**src/design/dep_pkg.sv**
```systemverilog
`default_nettype none
// ----------------------------------------------------------------------------
// dep_pkg: shared types and constants of the double-ended priority queue
// Holds the request and result formats, the command codes and the control
// and status bundles that pass between the controller and the datapath.
// ----------------------------------------------------------------------------
package dep_pkg;

    localparam int CAPACITY_DEF    = 64;
    localparam int VALUE_WIDTH_DEF = 32;

    // Command codes of a request. Code 3 is unused and acts as a no-op.
    localparam logic [1:0] CMD_INSERT     = 2'd0;
    localparam logic [1:0] CMD_REMOVE_MAX = 2'd1;
    localparam logic [1:0] CMD_REMOVE_MIN = 2'd2;

    typedef struct packed {
        logic [1:0]         cmd;
        logic signed [31:0] value;
    } t_item;

    typedef struct packed {
        logic signed [31:0] max_value;
        logic signed [31:0] min_value;
        logic               is_empty;
        logic               insert_dropped;
        logic [6:0]         entry_count;
    } t_result;

    // Controller to datapath.
    typedef struct packed {
        logic load;      // latch key, start insert position, clear drop flag
        logic drop;      // with load: the insert is refused
        logic rd_prev;   // read the entry below the insert position
        logic shift;     // move the entry read one place up
        logic place;     // write the key at the insert position
        logic pop_max;   // drop the top entry, fetch the next one down
        logic pop_min;   // drop the bottom entry, fetch the next one up
        logic take_max;  // fetched entry becomes the maximum
        logic take_min;  // fetched entry becomes the minimum
    } t_dp_cmd;

    // Datapath to controller.
    typedef struct packed {
        logic full;
        logic empty;
        logic one;
        logic j_zero;
        logic rd_gt_key;
    } t_dp_status;

endpackage
`default_nettype wire

```
**src/design/dep_datapath.sv**
```systemverilog
`default_nettype none
// ----------------------------------------------------------------------------
// dep_datapath: entry storage and pointers of the priority queue
// Entries sit in ascending order in a circular memory. A head pointer marks
// the minimum, so removing the minimum is a pointer step, and inserts move
// larger entries up one place per step. Minimum and maximum are kept in
// registers.
// ----------------------------------------------------------------------------
module dep_datapath #(
    parameter int CAPACITY    = dep_pkg::CAPACITY_DEF,
    parameter int VALUE_WIDTH = dep_pkg::VALUE_WIDTH_DEF
) (
    input  wire                  i_clk,
    input  wire                  i_rst_n,
    input  dep_pkg::t_item       i_item,
    input  dep_pkg::t_dp_cmd     i_cmd,
    output dep_pkg::t_dp_status  o_status,
    output dep_pkg::t_result     o_result
);
    import dep_pkg::*;

    localparam int AW = (CAPACITY > 1) ? $clog2(CAPACITY) : 1;
    localparam int CW = $clog2(CAPACITY + 1);
    localparam int SW = CW + 1;

    logic signed [VALUE_WIDTH-1:0] mem [CAPACITY];

    logic [AW-1:0]                 r_head, n_head;
    logic [CW-1:0]                 r_count, n_count;
    logic [AW-1:0]                 r_pos, n_pos;
    logic [CW-1:0]                 r_j, n_j;
    logic signed [VALUE_WIDTH-1:0] r_key, n_key;
    logic signed [VALUE_WIDTH-1:0] r_min, n_min;
    logic signed [VALUE_WIDTH-1:0] r_max, n_max;
    logic                          r_dropped, n_dropped;
    logic signed [VALUE_WIDTH-1:0] r_rd_data;

    logic [AW-1:0]                 w_tail;
    logic [AW-1:0]                 w_last2;
    logic [AW-1:0]                 w_rd_addr;
    logic                          w_we;
    logic [AW-1:0]                 w_wr_addr;
    logic signed [VALUE_WIDTH-1:0] w_wr_data;
    logic signed [VALUE_WIDTH-1:0] w_in_key;

    function automatic logic [AW-1:0] f_next(input logic [AW-1:0] a);
        f_next = (a == AW'(CAPACITY - 1)) ? '0 : a + AW'(1);
    endfunction

    function automatic logic [AW-1:0] f_prev(input logic [AW-1:0] a);
        f_prev = (a == '0) ? AW'(CAPACITY - 1) : a - AW'(1);
    endfunction

    // Sums of a pointer and an offset stay below twice the capacity.
    function automatic logic [AW-1:0] f_wrap(input logic [SW-1:0] s);
        f_wrap = (s >= SW'(CAPACITY)) ? AW'(s - SW'(CAPACITY)) : AW'(s);
    endfunction

    always_comb begin
        w_in_key  = VALUE_WIDTH'(i_item.value);
        w_tail    = f_wrap(SW'(r_head) + SW'(r_count));
        w_last2   = f_wrap(SW'(r_head) + SW'(r_count) - SW'(2));

        if (i_cmd.rd_prev) begin
            w_rd_addr = f_prev(r_pos);
        end else if (i_cmd.pop_max) begin
            w_rd_addr = w_last2;
        end else begin
            w_rd_addr = f_next(r_head);
        end

        w_we      = i_cmd.shift | i_cmd.place;
        w_wr_addr = r_pos;
        w_wr_data = i_cmd.shift ? r_rd_data : r_key;

        n_head    = r_head;
        n_count   = r_count;
        n_pos     = r_pos;
        n_j       = r_j;
        n_key     = r_key;
        n_min     = r_min;
        n_max     = r_max;
        n_dropped = r_dropped;

        if (i_cmd.load) begin
            n_key     = w_in_key;
            n_pos     = w_tail;
            n_j       = r_count;
            n_dropped = i_cmd.drop;
        end
        if (i_cmd.shift) begin
            n_pos = f_prev(r_pos);
            n_j   = r_j - CW'(1);
        end
        if (i_cmd.place) begin
            n_count = r_count + CW'(1);
            if (r_count == '0) begin
                n_min = r_key;
                n_max = r_key;
            end else begin
                if (r_key < r_min) begin
                    n_min = r_key;
                end
                if (r_key > r_max) begin
                    n_max = r_key;
                end
            end
        end
        if (i_cmd.pop_max) begin
            n_count = r_count - CW'(1);
        end
        if (i_cmd.pop_min) begin
            n_count = r_count - CW'(1);
            n_head  = f_next(r_head);
        end
        if (i_cmd.take_max) begin
            n_max = r_rd_data;
        end
        if (i_cmd.take_min) begin
            n_min = r_rd_data;
        end
    end

    always_ff @(posedge i_clk) begin
        if (!i_rst_n) begin
            r_head    <= '0;
            r_count   <= '0;
            r_dropped <= 1'b0;
        end else begin
            r_head    <= n_head;
            r_count   <= n_count;
            r_dropped <= n_dropped;
        end
        r_pos <= n_pos;
        r_j   <= n_j;
        r_key <= n_key;
        r_min <= n_min;
        r_max <= n_max;
    end

    always_ff @(posedge i_clk) begin
        if (w_we) begin
            mem[w_wr_addr] <= w_wr_data;
        end
        r_rd_data <= mem[w_rd_addr];
    end

    always_comb begin
        o_status.full      = (r_count == CW'(CAPACITY));
        o_status.empty     = (r_count == '0);
        o_status.one       = (r_count == CW'(1));
        o_status.j_zero    = (r_j == '0);
        o_status.rd_gt_key = (r_rd_data > r_key);

        o_result.is_empty       = (r_count == '0);
        o_result.max_value      = (r_count == '0) ? '0 : 32'(r_max);
        o_result.min_value      = (r_count == '0) ? '0 : 32'(r_min);
        o_result.insert_dropped = r_dropped;
        o_result.entry_count    = 7'(r_count);
    end

endmodule
`default_nettype wire

```
**src/design/dep_controller.sv**
```systemverilog
`default_nettype none
// ----------------------------------------------------------------------------
// dep_controller: sequencer of the priority queue
// Accepts a request, steps the datapath through the insert walk or the
// removal fetch, and raises the done strobe for one cycle.
// ----------------------------------------------------------------------------
module dep_controller (
    input  wire                  i_clk,
    input  wire                  i_rst_n,
    input  wire                  start,
    input  wire [1:0]            i_cmd_code,
    input  dep_pkg::t_dp_status  i_status,
    output dep_pkg::t_dp_cmd     o_cmd,
    output logic                 busy,
    output logic                 o_done
);
    import dep_pkg::*;

    typedef enum logic [1:0] {
        S_IDLE,
        S_INS_CHECK,
        S_INS_CMP,
        S_POP_WAIT
    } t_state;

    t_state r_state, n_state;
    logic   r_done, n_done;
    logic   r_pop_max, n_pop_max;

    always_comb begin
        n_state   = r_state;
        n_done    = 1'b0;
        n_pop_max = r_pop_max;
        o_cmd     = '0;

        case (r_state)
            S_IDLE: begin
                if (start) begin
                    o_cmd.load = 1'b1;
                    case (i_cmd_code)
                        CMD_INSERT: begin
                            if (i_status.full) begin
                                o_cmd.drop = 1'b1;
                                n_done     = 1'b1;
                            end else begin
                                n_state = S_INS_CHECK;
                            end
                        end
                        CMD_REMOVE_MAX: begin
                            if (i_status.empty) begin
                                n_done = 1'b1;
                            end else begin
                                o_cmd.pop_max = 1'b1;
                                if (i_status.one) begin
                                    n_done = 1'b1;
                                end else begin
                                    n_pop_max = 1'b1;
                                    n_state   = S_POP_WAIT;
                                end
                            end
                        end
                        CMD_REMOVE_MIN: begin
                            if (i_status.empty) begin
                                n_done = 1'b1;
                            end else begin
                                o_cmd.pop_min = 1'b1;
                                if (i_status.one) begin
                                    n_done = 1'b1;
                                end else begin
                                    n_pop_max = 1'b0;
                                    n_state   = S_POP_WAIT;
                                end
                            end
                        end
                        default: begin
                            n_done = 1'b1;
                        end
                    endcase
                end
            end
            S_INS_CHECK: begin
                if (i_status.j_zero) begin
                    o_cmd.place = 1'b1;
                    n_done      = 1'b1;
                    n_state     = S_IDLE;
                end else begin
                    o_cmd.rd_prev = 1'b1;
                    n_state       = S_INS_CMP;
                end
            end
            S_INS_CMP: begin
                if (i_status.rd_gt_key) begin
                    o_cmd.shift = 1'b1;
                    n_state     = S_INS_CHECK;
                end else begin
                    o_cmd.place = 1'b1;
                    n_done      = 1'b1;
                    n_state     = S_IDLE;
                end
            end
            S_POP_WAIT: begin
                o_cmd.take_max = r_pop_max;
                o_cmd.take_min = !r_pop_max;
                n_done         = 1'b1;
                n_state        = S_IDLE;
            end
            default: begin
                n_state = S_IDLE;
            end
        endcase
    end

    always_ff @(posedge i_clk) begin
        if (!i_rst_n) begin
            r_state   <= S_IDLE;
            r_done    <= 1'b0;
            r_pop_max <= 1'b0;
        end else begin
            r_state   <= n_state;
            r_done    <= n_done;
            r_pop_max <= n_pop_max;
        end
    end

    assign busy   = (r_state != S_IDLE);
    assign o_done = r_done;

endmodule
`default_nettype wire

```
**src/design/double_ended_priority_queue.sv**
```systemverilog
`default_nettype none
// A refused insert, a removal from an empty store, a removal that empties the
// store or the unused command finishes from idle; other removals add a fetch
// state. An insert walks down past every entry larger than the value and stops
// at the bottom or at the first entry that is not larger. One request is in
// flight at a time, so the insert walk sets the throughput; results cannot be
// stalled. Reset empties the store at once; no clearing pass is needed.
// ----------------------------------------------------------------------------
// double_ended_priority_queue: bounded sorted multiset of signed values
// Each request inserts a value, removes the largest entry or removes the
// smallest entry. Every request produces one result that reports the
// current maximum and minimum, an empty flag, a refused-insert flag and the
// entry count.
// ----------------------------------------------------------------------------
module double_ended_priority_queue #(
    parameter int CAPACITY    = dep_pkg::CAPACITY_DEF,
    parameter int VALUE_WIDTH = dep_pkg::VALUE_WIDTH_DEF
) (
    input  wire              i_clk,
    input  wire              i_rst_n,
    input  wire              start,
    output logic             busy,
    input  dep_pkg::t_item   i_item,
    output logic             o_result_valid,
    output dep_pkg::t_result o_result
);
    import dep_pkg::*;

    // The entries live in ascending order in a circular memory inside the
    // datapath. The head pointer names the minimum, so removing the minimum
    // only advances the head, and removing the maximum only shrinks the
    // count. The new extreme is then fetched with one registered read.
    //
    // An insert starts at the free slot above the maximum and walks down:
    // each step reads the entry below, and if that entry is larger it is
    // copied one place up; otherwise the new value lands in the open slot.
    // Equal values stop the walk, so duplicates stay as separate entries.
    //
    // An insert into a full store leaves the store unchanged and flags the
    // refusal in the result of that request.
    t_dp_cmd    w_cmd;
    t_dp_status w_status;

    dep_controller u_ctrl (
        .i_clk      (i_clk),
        .i_rst_n    (i_rst_n),
        .start      (start),
        .i_cmd_code (i_item.cmd),
        .i_status   (w_status),
        .o_cmd      (w_cmd),
        .busy       (busy),
        .o_done     (o_result_valid)
    );

    // The datapath holds the result fields in registers, which are stable
    // for the whole cycle in which the done strobe is high.
    dep_datapath #(
        .CAPACITY    (CAPACITY),
        .VALUE_WIDTH (VALUE_WIDTH)
    ) u_dp (
        .i_clk    (i_clk),
        .i_rst_n  (i_rst_n),
        .i_item   (i_item),
        .i_cmd    (w_cmd),
        .o_status (w_status),
        .o_result (o_result)
    );

endmodule
`default_nettype wire

```
**config.mk**
```make
export PLATFORM = sky130hd
export DESIGN_NAME = double_ended_priority_queue
export DESIGN_NICKNAME = d
export VERILOG_FILES = /design/src/design/dep_pkg.sv /design/src/design/dep_datapath.sv /design/src/design/dep_controller.sv /design/src/design/double_ended_priority_queue.sv
export SDC_FILE = /design/constraint.sdc
export NUM_CORES = 2
export LEC_CHECK = 0
export ABC_AREA = 1
export BUFFER_PORTS_ARGS = -buffer_cell sky130_fd_sc_hd__buf_2
export CAP_MARGIN = 30
export CELL_PAD_IN_SITES_DETAIL_PLACEMENT = 1
export CELL_PAD_IN_SITES_GLOBAL_PLACEMENT = 1
export CORE_MARGIN = 2
export CORE_UTILIZATION = 55
export CTS_BUF_LIST = sky130_fd_sc_hd__clkbuf_8 sky130_fd_sc_hd__clkbuf_16
export CTS_CLUSTER_SIZE = 8
export DETAILED_ROUTE_END_ITERATION = 7
export PLACE_DENSITY_LB_ADDON = 0.15
export SETUP_SLACK_MARGIN = 0.15
export SKIP_LAST_GASP = 1
export SLEW_MARGIN = 20
export SYNTH_ARGS = -nofsm -noshare
export SYNTH_HDL_FRONTEND = slang
export SYNTH_HIERARCHICAL = 1
export SYNTH_SLANG_ARGS = --single-unit
```
**constraint.sdc**
```tcl
create_clock -name i_clk -period 15.32 [get_ports i_clk]
set_clock_uncertainty 0.15 [all_clocks]
set_input_delay 0.766 -clock i_clk [delete_from_list [all_inputs] [get_ports i_clk]]
set_output_delay 0.766 -clock i_clk [all_outputs]
set_load 0.1 [all_outputs]
```
==> results_dict.tcl <==
set metrics [dict create \
    clk_pin_slew_ns 0.05 \
    clock_sinks 2207 \
    multi_input_area_mm2 0.0270 \
    h-tree-depth 5 \
    synth_top_cell_by_area "edfxtp_1" \
    slew_headroom_pct 15.8 \
    routed_wl_um 335000 \
    setup_ws_ns 7.34 \
    rows 156 \
    track_usage_pct 35.9 \
    drive_gt1_share_pct 8.22 \
    setup_tns_ns 0 \
    cp_slowest_stage_delay_ns 0.87 \
    die_y_um 429 \
    synth_edf_count 2157 \
    drv_cap 0 \
    grt_antenna_before_repair 18 \
    max_freq_ghz 0.125 \
    nNetsFinal 9357 \
    first_global_vias 78200 \
    cts_made_buffers 326 \
    ys_types 43 \
    area_growth_pct 12.7 \
    synth_area_leaders "edfxtp_1 65%, nand3_1 11%, nand2_1 5.6%" \
    fin_area_mm2 0.112 \
    synthArstFlopShare_pct 0 \
    pre_cts_ws_ns 7.31 \
    cp_max_fo 125 \
    leakagePower_nw 43.8 \
    io_pins 112 \
    crit_type "flip-flop to flip-flop" \
    grt_pass1_wl_um 496000 \
    gp_congestion 0.852 \
    n_fill_cell 18400 \
    viasPerCell 6.34 \
    reg2reg_depth 21 \
    powerDensity_mw_per_mm2 206 \
    initial_core_util_pct 55.2 \
    yosys_register_bits 2207 \
    peakVddDrop_mv 0.216 \
    crit_arrival_ns 8.65 \
    power_w 0.0231 \
    synth_ff_type "edfxtp_1" \
    hp-class "input port to flip-flop" \
    vias 74100 \
    synth.top_cell.area_share_pct 65.1 \
    port_buffers 111 \
    cts.repair.resized 0 \
    place_hpwl_um 180000 \
    final_max_slew_viol_count 0 \
    rsz0062_at_grt "false" \
    cp_common_cell "nand3_1" \
    fin_crit_sh_pct 52.1 \
    grt_max_degree 219 \
    outcome "completed" \
    die_w_um 429 \
    postPlaceCellArea_mm2 0.103 \
    synth_fp_nets 9292 \
    wl_per_cell_um 28.7 \
    synth_cells 9135 \
    crit_path_cell_trace "inv_1 -> ha_1 -> nand2_1 -> nor2_4 -> buf_4 -> nor3b_1 -> buf_2 -> inv_1 -> nand3_1 -> nand2_8 -> buf_4 -> buf_4 -> buf_4 -> buf_4 -> nand3_1 -> nand3_1 -> nand3_1 -> nand3_1 -> nand3_1 -> nand3_1 -> nand2_1" \
    drt_first_pass_iters 7 \
    die_area_mm2 0.184 \
    synth.avg_cell_area_um2 10.9 \
    core-area_mm2 0.180 \
    root_buffer "clkbuf_16" \
    hold_buffers 32 \
    synth_warnings 6 \
    yosysSeqAreaShare_pct 66.1 \
    min_period_ns 7.98 \
    route.detailed.drc 0 \
    synth_area_mm2 0.0995 \
    whs_path_depth 3 \
    fin_cells 11700 \
    clock_path_buffers 4 \
    setup_violations 0 \
    worst_setup_path_start_kind "flip-flop" \
    cts_tree "built" \
    drtIter0Drc 8611 \
    dp.cells 11200 \
    post_cts_buffers 0 \
    register_area_mm2 0.0658 \
    tightestPinTransition_ns 1.26 \
    worst_skew_pair.late_latency_ns 0.95 \
    globalRoute.totalOverflow 0 \
    hold_violations 0 \
    ant_nets 0 \
    slowest_stage "buf_4" \
    worstPathRequired_ns 15.98 \
    worstSetupEndpointType "flip-flop" \
]
==> cells in the mapped netlist (all sizes together) (7+ instances only) <==
library cell and number:
nand3 2211, edfxtp 2157, nor2 189, clkbuf 176
nand3b 737, buf 418, o21ai 144, ha 119
o211ai 7, a21oi 78, dfxtp 50, nand2 1482
nor3 13, nand4 17, inv 1296
==> metal layers <==
| metal | vias up | track usage [%] | share of wire, % |
|---|---|---|---|
| met5 | - | 0 | 0.021 |
| met4 | 10 | 16.2 | 4.4 |
| met3 | 924 | 6.96 | 9.6 |
| met2 | 3908 | 59.2 | 48 |
| met1 | 37800 | 46.1 | 38 |
| li1 | 31400 | - | - |
==> final cells by class <==
cell class,count,share of cell area [%]
Sequential cell,2207,58.7
Inverter,1297,4.36
Clock buffer,333,7.43
Tap cell,2370,2.64
Timing Repair Buffer,331,2.39
Clock inverter,109,0.407
Antenna cell,3,0.00670
Multi-Input combinational cell,5037,24.1
==> cells in the final DEF (no fill, tap or decap), types with 6 or more instances in the layout <==
master / n
ha_1: 119
dfxtp_1: 50
buf_4: 160
buf_12: 12
nor2_1: 116
buf_2: 113
nand4_1: 16
nand3b_1: 737
nor3_1: 13
buf_16: 12
clkbuf_16: 333
o21ai_4: 34
nor2_4: 68
nand2_1: 1478
nor4_1: 6
nand3_1: 2210
o21ai_0: 110
o211ai_1: 7
edfxtp_1: 2157
dlygate4sd3_1: 32
inv_1: 1391
a21oi_1: 74
==> state kept, by name, summed over array words and instances, names as in the netlist <==
register	flops
u_dp/r_min	32
u_dp/r_key	32
u_dp/r_pos	6
u_dp/mem	2048
u_ctrl/r_pop_max	1
u_dp/r_head	6
u_dp/r_count	7
u_dp/r_rd_data	32
u_dp/r_dropped	1
u_ctrl/r_state	2
u_dp/r_j	7
u_dp/r_max	32
u_ctrl/o_done	1
==> where the power goes <==
group / internal, W / leakage [nW] / switching (W) / total [W]
logic: 0.00205 / 19.2 / 0.00676 / 0.00880
registers: 0.00767 / 19.9 / 0.000311 / 0.00798
clock network: 0.00384 / 4.69 / 0.00251 / 0.00635
total: 0.0135 / 43.8 / 0.00958 / 0.0231
==> metrics by stage <==
| step | utilization [%] | hold slack [ns] |
|---|---|---|
| 3_3_place_gp | 56.9 | 0.321 |
| 3_5_place_dp | 57.1 | 0.342 |
| 5_1_grt | 62.2 | 0.0961 |
| 4_1_cts | 62.1 | 0.0441 |
| 6_report | 62.2 | 0.0767 |
| 2_1_floorplan | - | 0.285 |
==> path summary, 6_finish.rpt <==
path,from,endpoint,slack [ns]
worst min-delay path,i_rst_n,u_ctrl/r_state[1],0.08
worst min register to register,u_dp/r_count[6],u_dp/r_count[6],0.35
worst max register to register,u_dp/r_count[0],u_dp/r_rd_data[17],7.34
worst max-delay path,u_dp/r_count[0],u_dp/r_rd_data[17],7.34
==> logic make-up after synthesis <==
| kind of cell | synth area share, % |
|---|---|
| flops | 66.1 |
| simple gates | 23.3 |
| fa+ha+maj | 1.52 |
| xor+xnor | 0.0880 |
| compound gates | 1.31 |
| buf+inv | 7.68 |
==> worst max-delay path: cells and delay by family, from the launching register on <==
kind	cells	cell delay, ns
adder cells (fa/ha/maj)	1	0.17
flip-flops	1	0.39
buffers and inverters	8	4.52
AND/OR/NAND/NOR	12	2.30
(Power assumes the default switching activity.)
